`src/hdl/crc16_block_validator_defines.svh`:
```
// assertion macros for the crc16 block validator
`ifndef CRC16_BLOCK_VALIDATOR_DEFINES_SVH
`define CRC16_BLOCK_VALIDATOR_DEFINES_SVH

// same-cycle implication, checked on every rising clock edge outside reset
`define CBV_ASSERT_NOW(lbl, ante, cons, msg) \
  lbl: assert property (@(posedge clk) disable iff (rst) (ante) |-> (cons)) else $error(msg);

// next-cycle implication
`define CBV_ASSERT_NEXT(lbl, ante, cons, msg) \
  lbl: assert property (@(posedge clk) disable iff (rst) (ante) |=> (cons)) else $error(msg);

`endif

```
`src/hdl/cbv_pkg.sv`:
```
// shared types, constants and the bytewise crc update for the block validator
package cbv_pkg;

  localparam int DATA_W    = 8;
  localparam int CRC_W     = 16;
  localparam int M_TDATA_W = 40;

  localparam logic [CRC_W-1:0] CRC_SEED = 16'hFFFF;

  typedef struct packed {
    logic [DATA_W-1:0] data_byte;
    logic              last_byte;
  } item_t;

  // position within a block: stored crc low byte, high byte, then hashed body
  typedef enum logic [1:0] {
    POS_LOW  = 2'd0,
    POS_HIGH = 2'd1,
    POS_BODY = 2'd2
  } pos_t;

  // ccitt-false bytewise shift-xor update
  function automatic logic [CRC_W-1:0] crc_step(input logic [CRC_W-1:0] crc,
                                                input logic [DATA_W-1:0] b);
    logic [CRC_W-1:0] v0;
    logic [CRC_W-1:0] v1;
    logic [CRC_W-1:0] v2;
    logic [CRC_W-1:0] v3;
    v0 = {crc[7:0], crc[15:8]} ^ {8'h00, b};
    v1 = v0 ^ {12'h000, v0[7:4]};
    v2 = v1 ^ {v1[3:0], 12'h000};
    v3 = v2 ^ {3'b000, v2[7:0], 5'b00000};
    return v3;
  endfunction

endpackage

```
`src/hdl/crc16_block_validator.sv`:
```
// top level of the crc16 block validator
//
// checks a stored info block against its crc-16/ccitt-false (poly 0x1021,
// seed 0xffff, not reflected). bytes come in on the slave stream one item
// per byte, memory order, with s_tlast on the final byte of the block.
// the first two bytes are the stored crc, low byte first; they are captured,
// not hashed. every later byte goes through the bytewise crc update.
// on the last byte one result item leaves on the master stream:
// computed crc, stored crc and a match flag; the block then rearms.
// a block of one or two bytes is reported with its partial state.
// path: a byte is registered in the input register; on a last byte the
// result is registered in turn and shown on m_tvalid.
// throughput: one byte per cycle unless a held result stalls a last byte,
// with a combinational xor network between input and state/result registers.
// stalls: a held result only blocks a last byte; body bytes keep flowing,
// and the input register absorbs one more item while the output waits.
// reset (rst, synchronous, active high) drops both valids and restores the
// seed, a zero stored crc and the start-of-block position.
module crc16_block_validator
  import cbv_pkg::*;
(
  input  logic        clk,
  input  logic        rst,
  input  logic        s_tvalid,
  output logic        s_tready,
  input  logic [7:0]  s_tdata,   // [7:0] data_byte
  input  logic        s_tlast,   // last_byte
  output logic        m_tvalid,
  input  logic        m_tready,
  output logic [39:0] m_tdata    // [15:0] computed_crc, [31:16] stored_crc,
                                 // [32] crc_matches, [39:33] zero
);

`include "crc16_block_validator_defines.svh"

  // handshake between input register and core
  logic  in_valid;
  logic  advance;
  item_t staged;

  cbv_in_stage u_in_stage (
    .clk      (clk),
    .rst      (rst),
    .s_tvalid (s_tvalid),
    .s_tready (s_tready),
    .s_tdata  (s_tdata),
    .s_tlast  (s_tlast),
    .advance  (advance),
    .in_valid (in_valid),
    .staged   (staged)
  );

  cbv_core u_core (
    .clk      (clk),
    .rst      (rst),
    .in_valid (in_valid),
    .staged   (staged),
    .advance  (advance),
    .m_tvalid (m_tvalid),
    .m_tready (m_tready),
    .m_tdata  (m_tdata)
  );

  // body bytes must never wait on the output side
  `CBV_ASSERT_NOW(a_body_flows, in_valid && !staged.last_byte, advance, "body byte stalled")
  // the match flag agrees with the two crcs it reports
  `CBV_ASSERT_NOW(a_match_flag, m_tvalid, m_tdata[32] == (m_tdata[15:0] == m_tdata[31:16]), "match flag wrong")
  // a last byte taken by the core shows up as a result next cycle
  `CBV_ASSERT_NEXT(a_last_emits, in_valid && advance && staged.last_byte, m_tvalid, "result missing")

endmodule

```
`src/hdl/cbv_in_stage.sv`:
```
// input register stage: holds one accepted item until the core takes it
module cbv_in_stage
  import cbv_pkg::*;
(
  input  logic        clk,
  input  logic        rst,
  input  logic        s_tvalid,
  output logic        s_tready,
  input  logic [7:0]  s_tdata,   // data_byte
  input  logic        s_tlast,   // last_byte
  input  logic        advance,
  output logic        in_valid,
  output item_t       staged
);

  logic in_valid_next;

  assign s_tready = !in_valid || advance;

  always_comb begin
    in_valid_next = in_valid;
    if (s_tvalid && s_tready) begin
      in_valid_next = 1'b1;
    end else if (advance) begin
      in_valid_next = 1'b0;
    end
  end

  always_ff @(posedge clk) begin
    if (rst) begin
      in_valid <= 1'b0;
    end else begin
      in_valid <= in_valid_next;
    end
  end

  always_ff @(posedge clk) begin
    if (s_tvalid && s_tready) begin
      staged.data_byte <= s_tdata;
      staged.last_byte <= s_tlast;
    end
  end

endmodule

```
`src/hdl/cbv_core.sv`:
```
// block state, crc update and the result register
module cbv_core
  import cbv_pkg::*;
(
  input  logic                 clk,
  input  logic                 rst,
  input  logic                 in_valid,
  input  item_t                staged,
  output logic                 advance,
  output logic                 m_tvalid,
  input  logic                 m_tready,
  output logic [M_TDATA_W-1:0] m_tdata
);

  pos_t             pos;
  pos_t             pos_next;
  logic [CRC_W-1:0] running_crc;
  logic [CRC_W-1:0] running_crc_next;
  logic [CRC_W-1:0] captured_crc;
  logic [CRC_W-1:0] captured_crc_next;
  logic             m_tvalid_next;
  logic             take;
  logic             emit;

  // a non-last item never needs the result slot
  assign advance = !staged.last_byte || !m_tvalid || m_tready;
  assign take    = in_valid && advance;
  assign emit    = take && staged.last_byte;

  always_comb begin
    pos_next = pos;
    if (take) begin
      if (staged.last_byte) begin
        pos_next = POS_LOW;
      end else begin
        case (pos)
          POS_LOW:  pos_next = POS_HIGH;
          POS_HIGH: pos_next = POS_BODY;
          POS_BODY: pos_next = POS_BODY;
          default:  pos_next = POS_LOW;
        endcase
      end
    end
  end

  // state after this byte, before any rearm
  always_comb begin
    running_crc_next  = running_crc;
    captured_crc_next = captured_crc;
    case (pos)
      POS_LOW:  captured_crc_next = {captured_crc[15:8], staged.data_byte};
      POS_HIGH: captured_crc_next = {staged.data_byte, captured_crc[7:0]};
      POS_BODY: running_crc_next  = crc_step(running_crc, staged.data_byte);
      default:  running_crc_next  = running_crc;
    endcase
  end

  always_comb begin
    m_tvalid_next = m_tvalid && !m_tready;
    if (emit) begin
      m_tvalid_next = 1'b1;
    end
  end

  always_ff @(posedge clk) begin
    if (rst) begin
      pos          <= POS_LOW;
      running_crc  <= CRC_SEED;
      captured_crc <= '0;
      m_tvalid     <= 1'b0;
    end else begin
      pos      <= pos_next;
      m_tvalid <= m_tvalid_next;
      if (emit) begin
        running_crc  <= CRC_SEED;
        captured_crc <= '0;
      end else if (take) begin
        running_crc  <= running_crc_next;
        captured_crc <= captured_crc_next;
      end
    end
  end

  always_ff @(posedge clk) begin
    if (emit) begin
      m_tdata <= {7'b0000000, (running_crc_next == captured_crc_next),
                  captured_crc_next, running_crc_next};
    end
  end

endmodule

```
`config.mk`:
```
export PLATFORM = sky130hd
export DESIGN_NAME = crc16_block_validator
export DESIGN_NICKNAME = d
export VERILOG_FILES = /design/src/hdl/cbv_pkg.sv /design/src/hdl/crc16_block_validator.sv /design/src/hdl/cbv_in_stage.sv /design/src/hdl/cbv_core.sv
export VERILOG_INCLUDE_DIRS = /design/src /design/src/hdl
export SDC_FILE = /design/constraint.sdc
export NUM_CORES = 1
export LEC_CHECK = 0
export ABC_AREA = 1
export BUFFER_PORTS_ARGS = -buffer_cell sky130_fd_sc_hd__buf_2
export CAP_MARGIN = 20
export CORE_ASPECT_RATIO = 1.2
export CORE_MARGIN = 2
export CORE_UTILIZATION = 51
export CTS_BUF_LIST = sky130_fd_sc_hd__clkbuf_4
export CTS_CLUSTER_SIZE = 14
export DETAILED_ROUTE_END_ITERATION = 6
export PLACE_DENSITY = 0.83
export SYNTH_ARGS = -nofsm -noshare
export SYNTH_HDL_FRONTEND = slang
export SYNTH_SLANG_ARGS = --single-unit
```
`constraint.sdc`:
```
create_clock -name clk -period 3.7 [get_ports clk]
set_input_delay 0.185 -clock clk [delete_from_list [all_inputs] [get_ports clk]]
set_output_delay 0.185 -clock clk [all_outputs]
set_load 0.05 [all_outputs]
```
==> results.sh <==
export IMPL_synth_top_cells_by_area="edfxtp_1 (32%), nand2_1 (20%), dfxtp_1 (18%)"
export IMPL_report_final_slew_viol_count=0
export IMPL_remaining_antenna_violation_count=0
export IMPL_initial_core_util_pct=51.8
export IMPL_gr_usage_all_layers_pct=22.6
export IMPL_number_of_enable_type_register_cells_in_the_synthesized_netlist=42
export IMPL_dp_final_hpwl_um=6540
export IMPL_post_route_drc_count=0
export IMPL_worst_hold_depth=4
export IMPL_mappedNetlistArea_mm2=0.00392
export IMPL_vertical_die_dimension_um=100
export IMPL_post_synth_top_count_cell="nand2_1"
export IMPL_worst_ep_required_time_ns=4.07
export IMPL_globalplace_congestion=0.924
export IMPL_classification_of_the_worst_slack_hold_path="primary input to flop"
export IMPL_crit_slowest_cell="inv_2"
export IMPL_vdd_ir_drop_worst_mv=0.287
export IMPL_seq_area_frac_synth_pct=50.5
export IMPL_die_w_um=84.1
export IMPL_via_count=3526
export IMPL_tritoncts_buffer_count=9
export IMPL_flow_area_growth_from_synthesis_pct=14.2
export IMPL_largest_net_degree_at_the_start_of_global_routing=46
export IMPL_most_instantiated_cells_after_synthesis="nand2_1 (204), inv_1 (46), nand3_1 (46)"
export IMPL_syn_mean_instance_area_um2=7.83
export IMPL_setup_tns_final_ns=0
export IMPL_cts_sinks=78
export IMPL_post_synth_top_area_cell="edfxtp_1"
export IMPL_worstPathBufferInverterCount=2
export IMPL_grt_pass1_wl_um=14800
export IMPL_final_hold_viol_count=0
export IMPL_vias_in_the_first_global_route=3207
export IMPL_outcome="finished clean"
export IMPL_num_antenna_cells=0
export IMPL_wirelength_um=9210
export IMPL_drive_gt1_share_pct=17.8
export IMPL_synth_top_cell_area_share_pct=32.1
export IMPL_netlist_instances=501
export IMPL_cts_tree="yes"
export IMPL_gr_total_overflow=0
export IMPL_portBuffers=47
export IMPL_htree_levels=3
export IMPL_cap_violations=0
export IMPL_antenna_violations_before_repair=0
export IMPL_max_freq_mhz=375
export IMPL_setup_violations=0
export IMPL_synth_warnings=0
export IMPL_core_mm2=0.00758
export IMPL_async_flop_share_pct=0
export IMPL_route_detailed_vias_per_inst=5.39
export IMPL_max_slew_worst_pin_slew_ns=0.717
export IMPL_cp_slowest_stage_delay_ns=0.65
export IMPL_cts_path_max_buffers=2
export IMPL_path_clk_slew_ns=0.12
export IMPL_hold_path_end="u_in_stage.in_valid"
export IMPL_preCtsSetupSlack_ns=1.11
export IMPL_design_final_nets=573
export IMPL_stdcell_area_mm2=0.00448
export IMPL_cts_root_buffer_cell="clkbuf_4"
export IMPL_path_delay_family="simple AND/OR/NAND/NOR gates"
export IMPL_die_area_mm2=0.00841
export IMPL_most_frequently_used_flop_master_after_synthesis="edfxtp_1"
export IMPL_worstHoldStart="m_tready"
export IMPL_grt_setup_unrepaired="no"
export IMPL_rrSetupSlack_ns=1.04
export IMPL_drtPass1Iterations=6
export IMPL_ios=55
export IMPL_maxSlewHeadroom_pct=52.1
export IMPL_worstSetupEndpointType="flop"
export IMPL_drtIter0Drc=409
export IMPL_post_synth_num_cell_types=31
export IMPL_critPathArrivalTime_ns=3.03
export IMPL_clkLatencyLatePin_ns=0.45
export IMPL_timing_final_crit_period_ns=2.66
export IMPL_cp_max_fo=45
export IMPL_r2r_end="u_core.running_crc[12]"
export IMPL_postSynthRegisterBits=78
export IMPL_fin_skew_ns=0.0131
export IMPL_num_rows=35
export IMPL_leakage_uw=0.00208
export IMPL_cp_cell_sequence="nand2_1 > nand2_2 > inv_2 > nand2_1 > nand2_2 > inv_1 > o211ai_1"
export IMPL_wl_per_cell_um=14.1
export IMPL_worst_reg_to_reg_path_cell_count=7
export IMPL_power_per_cell_area_mw_per_mm2=431
export IMPL_regToRegStartpoint="u_in_stage.staged[0]"
export IMPL_detailed_place_area_mm2=0.00419
export IMPL_worst_setup_start_kind="flop"
export IMPL_criticalPathCategory="flop to flop"
export IMPL_setup_ws_ns=1.04
export IMPL_finalCritPeriodShare_pct=72.0
[where the power goes]
part | internal (uW) | switching, uW | leakage [uW] | total (uW)
combinational | 84.8 | 219 | 0.00131 | 303
sequential | 950 | 24.6 | 0.000675 | 974
clock | 348 | 308 | 0.0000942 | 656
total | 1380 | 551 | 0.00208 | 1930
[logic make-up (layout without fill, tap and decap cells)]
| group | after synthesis | count (layout) | share of synthesized area, % |
|---|---|---|---|
| AOI/OAI and AO/OA | 56 | 56 | 8.45 |
| xor gates and xnor gates | 3 | 3 | 0.670 |
| adders and majority gates | 3 | 3 | 0.957 |
| buffers and inverters | 77 | 132 | 8.55 |
| DFF | 78 | 78 | 50.5 |
| other | 1 | 7 | 0.0956 |
| and+or+nand+nor | 283 | 283 | 30.8 |
[tightest hold or removal path: stages]
cell	delay, ns
buf_2	0.08
nor2_1	0.05
nand3_1	0.10
a21oi_1	0.08
[final cells by class]
type / instances / area (um2)
Tap cell: 92 / 115
Inverter: 56 / 210
Sequential cell: 78 / 1980
Multi-Input combinational cell: 352 / 1630
Clock buffer: 10 / 75.1
Fill cell: 663 / 3090
Timing Repair Buffer: 60 / 360
Clock inverter: 6 / 110
[placed cells by master (no fill, tap or decap), types with 8 or more instances in the layout]
master           n
a21oi_1         28
buf_2           47
clkbuf_4        10
dfxtp_1         36
dlygate4sd3_1   11
edfxtp_1        42
inv_1           46
inv_2            9
nand2_1        204
nand2_2         16
nand3_1         46
nor2_1           8
o21ai_0         13
[flip-flops by register name (all words and copies together) (netlist names)]
register and count:
u_core.m_tdata 33, u_core.captured_crc 16, u_core.running_crc 16, u_core.m_tvalid 1
u_in_stage.staged 9, u_in_stage.in_valid 1, u_core.pos 2
[routing by layer]
layer  global-route usage (%)  vias up  wire (um)
met5                        0        -          0
met4                     12.9        0        375
met3                     4.28       36        633
met2                     39.9      140       4680
met1                     25.6     1632       3520
li1                         -     1718          -
[per-stage QoR]
| step | utilization, % | total power [uW] | std cells | hold slack [ns] |
|---|---|---|---|---|
| global placement | 55.3 | 1270 | 627 | 0.362 |
| global route | 59.2 | 2000 | 654 | 0.116 |
| detailed placement | 55.3 | 1280 | 627 | 0.363 |
| CTS | 59.2 | 1940 | 654 | 0.0661 |
| floorplan | - | 1220 | 507 | 0.254 |
| finish | 59.2 | 1930 | 654 | 0.0884 |
[repair_timing]
item | CTS | global route
gates resized for setup | 0 | 0
setup endpoints to repair | 0 | 0
hold endpoints to repair | 12 | 0
setup buffers | 0 | 0
hold buffers | 11 | 0
[how the worst max path moves through the flow]
stage / start / endpoint / slack, ns / cells past startpoint
final: u_in_stage.staged[0] / u_core.running_crc[12] / 1.04 / 7
after global routing: u_in_stage.staged[0] / u_core.running_crc[3] / 0.79 / 7
after CTS: u_in_stage.staged[0] / u_core.running_crc[12] / 1.07 / 7
after detailed placement: u_in_stage.staged[0] / u_core.running_crc[12] / 1.11 / 7
after global placement: u_in_stage.staged[0] / u_core.running_crc[14] / 1.27 / 7
after floorplan: u_core.m_tvalid / u_core.m_tdata[0] / 1.70 / 7
Power figures use the tool's default switching activity.
